[src/rtl/uint_to_ascii_radix_core_defines.svh]
// Assertion macros shared by the radix converter modules.
`ifndef UINT_TO_ASCII_RADIX_CORE_DEFINES_SVH
`define UINT_TO_ASCII_RADIX_CORE_DEFINES_SVH

// Same-cycle implication, sampled on i_clk, off while i_rst_n is low.
`define UTAR_CHECK(lbl, ante, cons, msg) \
    lbl: assert property (@(posedge i_clk) disable iff (!i_rst_n) (ante) |-> (cons)) \
        else $error(msg);

// Next-cycle implication, sampled on i_clk, off while i_rst_n is low.
`define UTAR_CHECK_NEXT(lbl, ante, cons, msg) \
    lbl: assert property (@(posedge i_clk) disable iff (!i_rst_n) (ante) |=> (cons)) \
        else $error(msg);

`endif

[src/rtl/utar_pkg.sv]
// Package: widths, codes, command/status types and the digit-to-ASCII map.
package utar_pkg;

    localparam int VALUE_WIDTH = 32;
    localparam int RADIX_W     = 8;
    localparam int CHAR_W      = 8;
    localparam int DIGIT_W     = 4;

    // Dividend bits retired per division cycle.
    localparam int DIV_BITS  = 8;
    localparam int DIV_STEPS = (VALUE_WIDTH + DIV_BITS - 1) / DIV_BITS;
    localparam int DIV_W     = DIV_STEPS * DIV_BITS;
    localparam int STEP_W    = (DIV_STEPS > 1) ? $clog2(DIV_STEPS) : 1;

    // Digit stack: at most one digit per value bit (radix 2).
    localparam int CNT_W = $clog2(VALUE_WIDTH + 1);

    localparam logic [RADIX_W-1:0] MIN_RADIX   = 8'd2;
    localparam logic [RADIX_W-1:0] MAX_RADIX   = 8'd16;
    localparam int                 RADIX_REG_W = $clog2(16 + 1);

    localparam logic [DIGIT_W-1:0] DEC_DIGITS = 4'd10;
    localparam logic [CHAR_W-1:0]  CHAR_ZERO  = 8'h30;
    localparam logic [CHAR_W-1:0]  CHAR_A     = 8'h61;
    localparam logic [CHAR_W-1:0]  CHAR_NONE  = 8'h00;

    localparam logic STATUS_OK        = 1'b0;
    localparam logic STATUS_BAD_RADIX = 1'b1;

    typedef struct packed {
        logic load;
        logic div_step;
        logic pop;
        logic err;
    } t_cmd;

    typedef struct packed {
        logic radix_bad;
        logic step_last;
        logic quot_zero;
        logic stack_one;
        logic stack_empty;
    } t_sts;

    function automatic logic [CHAR_W-1:0] digit_char(input logic [DIGIT_W-1:0] d);
        if (d < DEC_DIGITS) begin
            return CHAR_ZERO + CHAR_W'(d);
        end else begin
            return CHAR_A + CHAR_W'(d - DEC_DIGITS);
        end
    endfunction

endpackage

[src/rtl/utar_if.sv]
// Channel interfaces: conversion request in, character item out.
interface utar_in_if;
    import utar_pkg::*;

    logic                   valid;
    logic                   ready;
    logic [VALUE_WIDTH-1:0] value;
    logic [RADIX_W-1:0]     radix;

    modport source (output valid, output value, output radix, input ready);
    modport sink   (input valid, input value, input radix, output ready);
endinterface

interface utar_out_if;
    import utar_pkg::*;

    logic              valid;
    logic              ready;
    logic [CHAR_W-1:0] char_code;
    logic              status;
    logic              last;

    modport source (output valid, output char_code, output status, output last,
                    input ready);
    modport sink   (input valid, input char_code, input status, input last,
                    output ready);
endinterface

[src/rtl/utar_dp.sv]
// Datapath: shift-subtract divider, digit stack and output payload register.
module utar_dp (
    input  logic                            i_clk,
    input  logic                            i_rst_n,
    input  logic [utar_pkg::VALUE_WIDTH-1:0] i_value,
    input  logic [utar_pkg::RADIX_W-1:0]     i_radix,
    input  utar_pkg::t_cmd                  i_cmd,
    output utar_pkg::t_sts                  o_sts,
    output logic [utar_pkg::CHAR_W-1:0]     o_char_code,
    output logic                            o_status,
    output logic                            o_last
);
    import utar_pkg::*;

    logic [DIV_W-1:0]       r_div;
    logic [RADIX_REG_W-1:0] r_radix;
    logic [DIGIT_W-1:0]     r_rem;
    logic [STEP_W-1:0]      r_step;
    logic [DIGIT_W-1:0]     r_stack [VALUE_WIDTH];
    logic [CNT_W-1:0]       r_cnt;
    logic [CHAR_W-1:0]      r_char;
    logic                   r_status;
    logic                   r_last;

    logic [DIV_W-1:0]       n_div;
    logic [DIGIT_W-1:0]     n_rem;
    logic [DIGIT_W:0]       s_trial;

    // Retire DIV_BITS dividend bits: quotient bits shift in at the bottom.
    always_comb begin
        n_rem   = r_rem;
        n_div   = r_div;
        s_trial = '0;
        for (int j = 0; j < DIV_BITS; j++) begin
            s_trial = {n_rem, n_div[DIV_W-1]};
            n_div   = {n_div[DIV_W-2:0], 1'b0};
            if (s_trial >= (DIGIT_W+1)'(r_radix)) begin
                n_rem    = DIGIT_W'(s_trial - (DIGIT_W+1)'(r_radix));
                n_div[0] = 1'b1;
            end else begin
                n_rem = DIGIT_W'(s_trial);
            end
        end
    end

    always_comb begin
        o_sts.radix_bad   = (i_radix < MIN_RADIX) || (i_radix > MAX_RADIX);
        o_sts.step_last   = (r_step == STEP_W'(DIV_STEPS - 1));
        o_sts.quot_zero   = (n_div == '0);
        o_sts.stack_one   = (r_cnt == CNT_W'(1));
        o_sts.stack_empty = (r_cnt == '0);
    end

    always_ff @(posedge i_clk) begin
        if (!i_rst_n) begin
            r_cnt <= '0;
        end else begin
            if (i_cmd.load) begin
                r_cnt <= '0;
            end else if (i_cmd.div_step && o_sts.step_last) begin
                r_cnt <= r_cnt + CNT_W'(1);
            end else if (i_cmd.pop) begin
                r_cnt <= r_cnt - CNT_W'(1);
            end
        end
    end

    always_ff @(posedge i_clk) begin
        if (i_cmd.load) begin
            r_div   <= DIV_W'(i_value);
            r_radix <= RADIX_REG_W'(i_radix);
            r_rem   <= '0;
            r_step  <= '0;
        end else if (i_cmd.div_step) begin
            r_div <= n_div;
            if (o_sts.step_last) begin
                // Digit done: push it and restart on the quotient.
                r_rem      <= '0;
                r_step     <= '0;
                r_stack[0] <= n_rem;
                for (int i = 1; i < VALUE_WIDTH; i++) begin
                    r_stack[i] <= r_stack[i-1];
                end
            end else begin
                r_rem  <= n_rem;
                r_step <= r_step + STEP_W'(1);
            end
        end else if (i_cmd.pop) begin
            for (int i = 0; i < VALUE_WIDTH - 1; i++) begin
                r_stack[i] <= r_stack[i+1];
            end
        end
    end

    always_ff @(posedge i_clk) begin
        if (i_cmd.pop) begin
            r_char   <= digit_char(r_stack[0]);
            r_status <= STATUS_OK;
            r_last   <= o_sts.stack_one;
        end else if (i_cmd.err) begin
            r_char   <= CHAR_NONE;
            r_status <= STATUS_BAD_RADIX;
            r_last   <= 1'b1;
        end
    end

    assign o_char_code = r_char;
    assign o_status    = r_status;
    assign o_last      = r_last;

    `include "uint_to_ascii_radix_core_defines.svh"

    `UTAR_CHECK(a_div_radix_ok, i_cmd.div_step, (r_radix >= RADIX_REG_W'(MIN_RADIX)) && (r_radix <= RADIX_REG_W'(MAX_RADIX)), "division running on an invalid radix")
    `UTAR_CHECK(a_rem_below_radix, i_cmd.div_step, (RADIX_REG_W'(r_rem) < r_radix), "partial remainder not below radix")
    `UTAR_CHECK(a_stack_no_overflow, i_cmd.div_step && o_sts.step_last, (r_cnt < CNT_W'(VALUE_WIDTH)), "digit stack overflow")

endmodule

[src/rtl/utar_ctrl.sv]
// Controller: sequences load, division, digit emission and error items.
module utar_ctrl (
    input  logic           i_clk,
    input  logic           i_rst_n,
    input  logic           i_in_valid,
    output logic           o_in_ready,
    input  logic           i_out_ready,
    output logic           o_out_valid,
    output utar_pkg::t_cmd o_cmd,
    input  utar_pkg::t_sts i_sts
);
    import utar_pkg::*;

    typedef enum logic [1:0] {
        S_IDLE,
        S_DIV,
        S_EMIT,
        S_ERR
    } t_state;

    t_state r_state;
    t_state n_state;
    logic   r_out_valid;
    logic   s_out_free;

    // The output register can take a new item when empty or being drained.
    assign s_out_free  = !r_out_valid || i_out_ready;
    assign o_in_ready  = (r_state == S_IDLE);
    assign o_out_valid = r_out_valid;

    always_comb begin
        o_cmd   = '0;
        n_state = r_state;
        unique case (r_state)
            S_IDLE: begin
                if (i_in_valid) begin
                    o_cmd.load = 1'b1;
                    n_state    = i_sts.radix_bad ? S_ERR : S_DIV;
                end
            end
            S_DIV: begin
                o_cmd.div_step = 1'b1;
                if (i_sts.step_last && i_sts.quot_zero) begin
                    n_state = S_EMIT;
                end
            end
            S_EMIT: begin
                if (s_out_free) begin
                    o_cmd.pop = 1'b1;
                    if (i_sts.stack_one) begin
                        n_state = S_IDLE;
                    end
                end
            end
            S_ERR: begin
                if (s_out_free) begin
                    o_cmd.err = 1'b1;
                    n_state   = S_IDLE;
                end
            end
            default: begin
                n_state = S_IDLE;
            end
        endcase
    end

    always_ff @(posedge i_clk) begin
        if (!i_rst_n) begin
            r_state     <= S_IDLE;
            r_out_valid <= 1'b0;
        end else begin
            r_state <= n_state;
            if (o_cmd.pop || o_cmd.err) begin
                r_out_valid <= 1'b1;
            end else if (i_out_ready) begin
                r_out_valid <= 1'b0;
            end
        end
    end

    `include "uint_to_ascii_radix_core_defines.svh"

    `UTAR_CHECK(a_emit_has_digits, r_state == S_EMIT, !i_sts.stack_empty, "emitting from an empty digit stack")
    `UTAR_CHECK_NEXT(a_good_radix_divides, o_cmd.load && !i_sts.radix_bad, r_state == S_DIV, "valid radix did not start division")
    `UTAR_CHECK_NEXT(a_last_pop_idles, o_cmd.pop && i_sts.stack_one, (r_state == S_IDLE) && r_out_valid, "final digit did not end the conversion")

endmodule

[src/rtl/uint_to_ascii_radix_core.sv]
// Top level: unsigned value to ASCII digit string converter.
//
// Converts an unsigned VALUE_WIDTH-bit value into ASCII digits in a radix
// from 2 to 16, one character item per digit, most significant first, with
// last set on the final character. Digits 0-9 map to '0'-'9' and 10-15 to
// 'a'-'f' in every radix; a zero value gives the single character '0'. A
// radix of 0, 1 or above 16 gives one item with char_code 0, status 1 and
// last 1. One conversion is in flight at a time: the input is ready only
// while the block is idle. A conversion is accepted, divided digit by digit
// (the shift-subtract divider retires 8 dividend bits a cycle and runs the
// full width for each digit), then emitted one character per digit as the
// output takes them. Digits are produced least significant first and held
// in a VALUE_WIDTH-deep stack, which reverses them for emission. The output
// register lets the next request be accepted while the final character still
// waits to be taken.
module uint_to_ascii_radix_core (
    input  logic              i_clk,
    input  logic              i_rst_n,
    utar_in_if.sink           i_in,
    utar_out_if.source        o_out
);
    import utar_pkg::*;

    t_cmd s_cmd;
    t_sts s_sts;

    // Sequence the conversion; owns both handshakes.
    utar_ctrl u_ctrl (
        .i_clk       (i_clk),
        .i_rst_n     (i_rst_n),
        .i_in_valid  (i_in.valid),
        .o_in_ready  (i_in.ready),
        .i_out_ready (o_out.ready),
        .o_out_valid (o_out.valid),
        .o_cmd       (s_cmd),
        .i_sts       (s_sts)
    );

    // Divide, stack digits, hold the outgoing character.
    utar_dp u_dp (
        .i_clk       (i_clk),
        .i_rst_n     (i_rst_n),
        .i_value     (i_in.value),
        .i_radix     (i_in.radix),
        .i_cmd       (s_cmd),
        .o_sts       (s_sts),
        .o_char_code (o_out.char_code),
        .o_status    (o_out.status),
        .o_last      (o_out.last)
    );

endmodule
[src/flat_wrapper.sv]
// flat-port wrapper written by rule: the top's interface ports become plain ports
module uint_to_ascii_radix_core_flat import utar_pkg::*;
  (i_clk, i_rst_n, i_in_valid, i_in_value, i_in_radix, i_in_ready, o_out_valid, o_out_char_code, o_out_status, o_out_last, o_out_ready);
  utar_in_if i_in_i ();
  utar_out_if o_out_i ();
  input  logic i_clk;
  input  logic i_rst_n;
  input wire logic [$bits(i_in_i.valid)-1:0] i_in_valid;
  input wire logic [$bits(i_in_i.value)-1:0] i_in_value;
  input wire logic [$bits(i_in_i.radix)-1:0] i_in_radix;
  output wire logic [$bits(i_in_i.ready)-1:0] i_in_ready;
  output wire logic [$bits(o_out_i.valid)-1:0] o_out_valid;
  output wire logic [$bits(o_out_i.char_code)-1:0] o_out_char_code;
  output wire logic [$bits(o_out_i.status)-1:0] o_out_status;
  output wire logic [$bits(o_out_i.last)-1:0] o_out_last;
  input wire logic [$bits(o_out_i.ready)-1:0] o_out_ready;
  assign i_in_i.valid = i_in_valid;
  assign i_in_i.value = i_in_value;
  assign i_in_i.radix = i_in_radix;
  assign i_in_ready = i_in_i.ready;
  assign o_out_valid = o_out_i.valid;
  assign o_out_char_code = o_out_i.char_code;
  assign o_out_status = o_out_i.status;
  assign o_out_last = o_out_i.last;
  assign o_out_i.ready = o_out_ready;
  uint_to_ascii_radix_core u_core (.i_clk(i_clk), .i_rst_n(i_rst_n), .i_in(i_in_i), .o_out(o_out_i));
endmodule
[config.mk]
export PLATFORM = sky130hd
export DESIGN_NAME = uint_to_ascii_radix_core_flat
export DESIGN_NICKNAME = d
export VERILOG_FILES = /design/src/rtl/utar_pkg.sv /design/src/rtl/utar_if.sv /design/src/rtl/utar_dp.sv /design/src/rtl/utar_ctrl.sv /design/src/rtl/uint_to_ascii_radix_core.sv /design/src/flat_wrapper.sv
export VERILOG_INCLUDE_DIRS = /design/src /design/src/rtl
export SDC_FILE = /design/constraint.sdc
export NUM_CORES = 1
export LEC_CHECK = 0
export BUFFER_PORTS_ARGS = -buffer_cell sky130_fd_sc_hd__buf_2
export CAP_MARGIN = 20
export CORE_MARGIN = 2
export CORE_UTILIZATION = 50
export CTS_BUF_LIST = sky130_fd_sc_hd__clkbuf_8
export DETAILED_ROUTE_END_ITERATION = 7
export PLACE_DENSITY = 0.79
export SETUP_SLACK_MARGIN = 0.1
export SYNTH_ARGS = -nofsm -noshare
export SYNTH_HDL_FRONTEND = slang
export SYNTH_SLANG_ARGS = --single-unit
[constraint.sdc]
create_clock -name i_clk -period 13.72 [get_ports i_clk]
set_input_delay 1.372 -clock i_clk [delete_from_list [all_inputs] [get_ports i_clk]]
set_output_delay 1.372 -clock i_clk [all_outputs]
set_load 0.01 [all_outputs]
==> results.md, run 1 <==
* Die H at 144.7 µm
* DRT antenna net count at 0
* CP Max Fanout at 13
* DR vias/cell at 5.233
* Core Area at 19460 µm²
* Drt first pass iters at 6
* CTS Buffer Depth at 2
* Number of synthesis warnings at 0
* Vias in the first global route at 6534
* Final Hold Fails at 0
* Outcome: completed
* Crit path arrival time at 12.57 ns
* Worst Reg-to-Reg Cells at 46
* WS Path Type: reg2reg
* First-pass GRT wire length at 31.28 mm
* Iter 0 DRT Violations at 746
* CTS sink cnt at 189
* Post-Synthesis Mean Instance Area at 9.633 µm²
* Final period util at 89.93%
* Antenna violations before repair at 0
* Post-synthesis sequential area ratio at 55.75%
* Crit path largest cell delay at 0.64 ns
* DR WL/cell at 14.24 µm
* Final max-slew violation count at 0
* Commonest non-fill, non-tap cell in the layout: nand2_1
* TritonCTS Buffers at 17
* Setup tns final at 0 ns
* # DRC at 0
* Post-Syn Area at 9893 µm²
* Synth async-reset ratio at 0%
* CTS tree: yes
* FF-to-FF End: u_core.u_dp.r_stack[0][0]
* GRT Util Overall at 19.01%
* H-tree depth at 4
* Worst r2r src: u_core.u_dp.r_radix[1]
* Crit end category: flop
* EDFF count, synth at 173
* Synth Net Count at 1127
* Clock Skew at 0.01893 ns
* Slew margin rel. at 42.47%
* Post-Route WL at 19.15 mm
* Die Span X at 144.7 µm
* Number of setup violations in the final report at 0
* Worst-Skew Late Latency at 0.47 ns
* CTS root buf: clkbuf_8
* GP Congestion at 0.8860
* Post-CTS setup buffer count at 0
* Share of post-route cells with drive strength above 1 at 10.74%
* Worst setup path endpoint: u_core.u_dp.r_stack[0][0]
* Area growth from synthesis to layout at 10.18%
* Hold buffers post-CTS at 0
* Primary FF master, synth: edfxtp_1
* #FFs+latches synth at 189
* Critical-path top delay cell: o21ai_1
* Largest net degree at the start of global routing at 94
* Post-Synthesis Cells at 1027
* Antenna diode count at 0
* Reg clk slew, reported paths at 0.10 ns
* Nets at 1167
* GR Overflow Total at 0
* Starting Density at 50.83%
* Max Cap Viol at 0
* Vias post-DR at 7039
* CP Data Required Time at 13.95 ns
* Slew @ Worst Pin at 0.8624 ns
* Num ports at 56
* Startpoint Class: flop
* Yosys cell types at 53
* Commonest cells after routing, fill and taps aside: nand2_1, edfxtp_1, buf_2
* Die outline area at 20930 µm²
* R2R Setup Slk at 1.38 ns
* Row cnt at 51
* Fin crit period at 12.34 ns
* Hold crit path type: reg2reg
* Hpwl dp at 12.68 mm
* Number of port buffers at 54
* CP most frequent cell: ha_1
* RSZ-0062 raised after global routing: no
* CP startpoint: u_core.u_dp.r_radix[1]
* Max Fclk at 81.05 MHz
* # resized after CTS at 0
## worst min path at each step
stage	start	to	slack [ns]	cells past startpoint
6_report	u_core.u_dp.r_stack[1][58]	u_core.u_dp.r_stack[1][62]	0.46	0
5_1_grt	u_core.u_dp.r_stack[1][58]	u_core.u_dp.r_stack[1][62]	0.48	0
4_1_cts	u_core.u_dp.r_stack[1][58]	u_core.u_dp.r_stack[1][62]	0.46	0
3_5_place_dp	u_core.u_dp.r_stack[1][58]	u_core.u_dp.r_stack[1][62]	0.43	0
3_3_place_gp	u_core.u_dp.r_stack[1][58]	u_core.u_dp.r_stack[1][62]	0.43	0
2_1_floorplan	u_core.u_dp.r_stack[1][56]	u_core.u_dp.r_stack[1][60]	0.43	0
## final cells by class
type                       count  area (µm²)
fill                        1634        8562
sequential                   189        5515
multi-input combinational    759        4096
timing repair buffer          63       357.8
tap                          265       331.6
clock buffer                  17       234.0
clock inverter                15       226.5
inverter                      37       138.9
## cell usage after synthesis (4+ instances only)
cell type / n / area, µm²
nor2b_1: 6 / 37.54
nor2_1: 47 / 176.4
a31oi_1: 12 / 75.07
nand2_1: 460 / 1727
mux2_2: 7 / 78.83
xor2_1: 10 / 87.58
clkbuf_1: 26 / 97.59
inv_1: 37 / 138.9
a21oi_1: 30 / 150.1
dfxtp_1: 16 / 320.3
xnor2_1: 15 / 131.4
buf_2: 4 / 20.02
o21ai_0: 13 / 65.06
buf_1: 11 / 41.29
mux2i_1: 10 / 100.1
fa_1: 8 / 160.2
edfxtp_1: 173 / 5195
nand2b_1: 7 / 43.79
nand3_1: 4 / 20.02
nor3_1: 5 / 25.02
ha_1: 48 / 600.6
nor4_1: 6 / 37.54
a21o_1: 17 / 127.6
o31ai_1: 5 / 37.54
## routing by layer
metal	up-vias	wire length (µm)	GRT usage [%]
li1	3546	-	-
met1	3319	9280	26.76
met2	145	8837	30.13
met3	29	692	3.751
met4	0	340	5.570
met5	-	0	0
## flip-flops by register name, summed over array words and instances, names as in the netlist
name,flops
u_core.u_dp.o_last,1
u_core.u_dp.r_stack,128
u_core.u_dp.o_char_code,7
u_core.u_dp.r_radix,5
u_core.u_dp.r_rem,4
u_core.u_dp.o_status,1
u_core.u_dp.r_step,2
u_core.u_ctrl.r_state,2
u_core.u_dp.r_cnt,6
u_core.u_dp.r_div,32
u_core.u_ctrl.o_out_valid,1
## critical path: cells and delay by family (launching register included)
family	cells	cell delay (ns)
DFF	1	0.57
AOI/OAI and AO/OA	25	5.76
adders and majority gates	8	2.43
muxes	6	2.19
buffers and inverters	3	0.62
and+or+nand+nor	4	0.54
## metrics by stage
stage / hold slack (ns) / utilization [%] / instance area [µm²] / instances / worst slack [ns]
after global routing: 0.4819 / 56.01 / 10900 / 1345 / 0.3505
after detailed placement: 0.4345 / 53.45 / 10400 / 1312 / 1.057
after global placement: 0.4321 / 53.45 / 10400 / 1312 / 1.772
after floorplan: 0.4262 / - / 9893 / 1027 / 3.248
after CTS: 0.4612 / 55.81 / 10860 / 1344 / 1.050
final: 0.4575 / 56.01 / 10900 / 1345 / 1.382
## kinds of logic (layout without fill, tap and decap cells)
group	after synthesis	in the layout	share of synthesized area, %
AND/OR/NAND/NOR	550	550	21.97
flip-flops	189	189	55.75
AO/OA/AOI/OAI	108	108	7.146
buffers and inverters	79	132	3.086
adder cells (fa/ha/maj)	56	56	7.689
XOR/XNOR	25	25	2.213
multiplexers	19	19	2.112
other	1	1	0.03790
Power of run 1 is left out: the tool's default activity adds up to more than one toggle a clock period on the data nets, which glitch-free logic cannot reach.
==> run 2, diff against run 1 <==
--- a/config.mk
+++ b/config.mk
@@ -6,6 +6,7 @@
 export SDC_FILE = /design/constraint.sdc
 export NUM_CORES = 1
 export LEC_CHECK = 0
+export ABC_AREA = 1
 export BUFFER_PORTS_ARGS = -buffer_cell sky130_fd_sc_hd__buf_2
 export CAP_MARGIN = 20
 export CORE_MARGIN = 2
==> results.md, run 2 <==
* RSZ-0062 raised after global routing: no
* Synth top area share at 52.08%
* # resized after CTS at 0
* Worst r2r src: u_core.u_dp.r_radix[1]
* Die outline area at 21090 µm²
* Crit path arrival time at 11.26 ns
* Die Span X at 145.2 µm
* TritonCTS Buffers at 17
* DRT antenna net count at 0
* Commonest non-fill, non-tap cell in the layout: nand2_1
* Primary FF master, synth: edfxtp_1
* First-pass GRT wire length at 32.09 mm
* Synth Net Count at 1204
* Antenna diode count at 0
* Hpwl dp at 12.97 mm
* Final period util at 80.52%
* Post-CTS setup buffer count at 0
* Num ports at 56
* Crit path largest cell delay at 0.57 ns
* Worst Reg-to-Reg Cells at 66
* Max FFs per register at 128
* EDFF count, synth at 173
* Final max-slew violation count at 0
* Number of setup violations in the final report at 0
* Post-synthesis sequential area ratio at 55.29%
* Iter 0 DRT Violations at 750
* CTS root buf: clkbuf_8
* Number of port buffers at 54
* Biggest register: u_core.u_dp.r_stack
* Share of post-route cells with drive strength above 1 at 9.647%
* Antenna violations before repair at 0
* CP most frequent cell: nand2_1
* CTS sink cnt at 189
* Area contributors post-synth: edfxtp_1, nand2_1, ha_1, o21ai_0, inv_1
* # DRC at 0
* GP Congestion at 0.8742
* Clock Skew at 0.01928 ns
* Drt first pass iters at 5
* WHS Path Cells at 0
* CP Data Required Time at 13.93 ns
* WS Path Type: reg2reg
* Vias post-DR at 7284
* Core Area at 19530 µm²
* Largest net degree at the start of global routing at 89
* R2R Setup Slk at 2.67 ns
* Reg clk slew, reported paths at 0.10 ns
* Nets at 1248
* Startpoint Class: flop
* Worst-Skew Late Latency at 0.48 ns
* GRT Util Overall at 18.70%
* Hold_ws at 0.4610 ns
* Hold wc startpoint: u_core.u_dp.r_stack[1][57]
* Number of synthesis warnings at 0
* Register Area at 5515 µm²
* Die H at 145.2 µm
* CTS tree: yes
* Post-Synthesis Cells at 1104
* FF-to-FF End: u_core.u_dp.r_stack[0][1]
* GR Overflow Total at 0
* Max Cap Viol at 0
* Crit end category: flop
* Outcome: completed
* Slew @ Worst Pin at 0.9990 ns
* Critical-path top delay cell: edfxtp_1
* Hold buffers post-CTS at 0
* Vias in the first global route at 6830
* Synth async-reset ratio at 0%
* Final core utilization at 55.81%
* DR vias/cell at 5.108
* Cell Count, Final, Fillers Out at 1426
* Most frequent cell after synthesis: nand2_1
* Yosys cell types at 33
* Area growth from synthesis to layout at 9.258%
* #FFs+latches synth at 189
* Inst Count DP at 1392
* Setup tns final at 0 ns
* Hold crit path type: reg2reg
* Max Fclk at 90.52 MHz
* Synth top cells by count: nand2_1, edfxtp_1, inv_1, o21ai_0, ha_1
* Post-Syn Area at 9975 µm²
* Commonest cells after routing, fill and taps aside: nand2_1, edfxtp_1, inv_1
* Multi-input gate area at 3782 µm²
* Post-Synthesis Mean Instance Area at 9.035 µm²
* Fin crit period at 11.05 ns
* Yosys top cell by area: edfxtp_1
* Fill cell count at 1746
* H-tree depth at 4
* Slew margin rel. at 33.40%
* CTS Buffer Depth at 2
* Hold path endpoint: u_core.u_dp.r_stack[1][61]
* Starting Density at 51.08%
* CP Max Fanout at 11
* Row cnt at 51
* Post-Route WL at 19.12 mm
* Final Hold Fails at 0
* DR WL/cell at 13.41 µm
==> run 2: area by class of cell <==
type                       instances  area share, %
sequential                       189          50.61
multi-input combinational        744          34.71
inverter                         136          4.707
timing repair buffer              60          3.375
tap                              265          3.042
clock buffer                      17          2.147
clock inverter                    15          1.412
==> run 2: cells by family (layout without fill, tap and decap cells) <==
| group | count (synthesis) | in the layout | share of synthesized area, % |
|---|---|---|---|
| flip-flops | 189 | 189 | 55.29 |
| adder cells (fa/ha/maj) | 56 | 56 | 7.627 |
| XOR/XNOR | 19 | 19 | 1.668 |
| AO/OA/AOI/OAI | 153 | 153 | 7.965 |
| buffers and inverters | 171 | 228 | 6.836 |
| AND/OR/NAND/NOR | 514 | 514 | 20.47 |
| other | 1 | 1 | 0.03760 |
| multiplexers | 1 | 1 | 0.1004 |
==> run 2: stage by stage <==
stage                     area, µm²  worst slack, ns
after global routing          10900            1.518
after floorplan                9975            4.393
after detailed placement      10460            2.870
after global placement        10440            3.394
after CTS                     10850            2.801
final                         10900            2.673
==> run 2: worst max-delay path, delay by kind of cell (launching register included) <==
kind	cells	cell delay (ns)
AOI/OAI and AO/OA	3	0.50
adders and majority gates	8	2.50
buffers and inverters	6	0.94
DFF	1	0.57
muxes	1	0.36
and+or+nand+nor	48	5.91
==> run 2: how the worst max path moves through the flow <==
stage,from,endpoint,slack [ns]
6_report,u_core.u_dp.r_radix[1],u_core.u_dp.r_stack[0][1],2.67
3_5_place_dp,u_core.u_dp.r_radix[1],u_core.u_dp.r_stack[0][1],2.87
3_3_place_gp,u_core.u_dp.r_radix[1],u_core.u_dp.r_stack[0][1],3.39
5_1_grt,u_core.u_dp.r_radix[1],u_core.u_dp.r_stack[0][2],1.52
2_1_floorplan,u_core.u_dp.r_radix[1],u_core.u_dp.r_stack[0][1],4.39
4_1_cts,u_core.u_dp.r_radix[1],u_core.u_dp.r_stack[0][1],2.80
==> run 2: per-layer routing <==
metal | global-route usage (%) | vias to the layer above | wire length (µm)
li1 | - | 3691 | -
met1 | 26.72 | 3392 | 9363
met2 | 28.84 | 175 | 8647
met3 | 3.868 | 26 | 855
met4 | 5.784 | 0 | 256
met5 | 0 | - | 0
Power of run 2 is left out for the same reason.
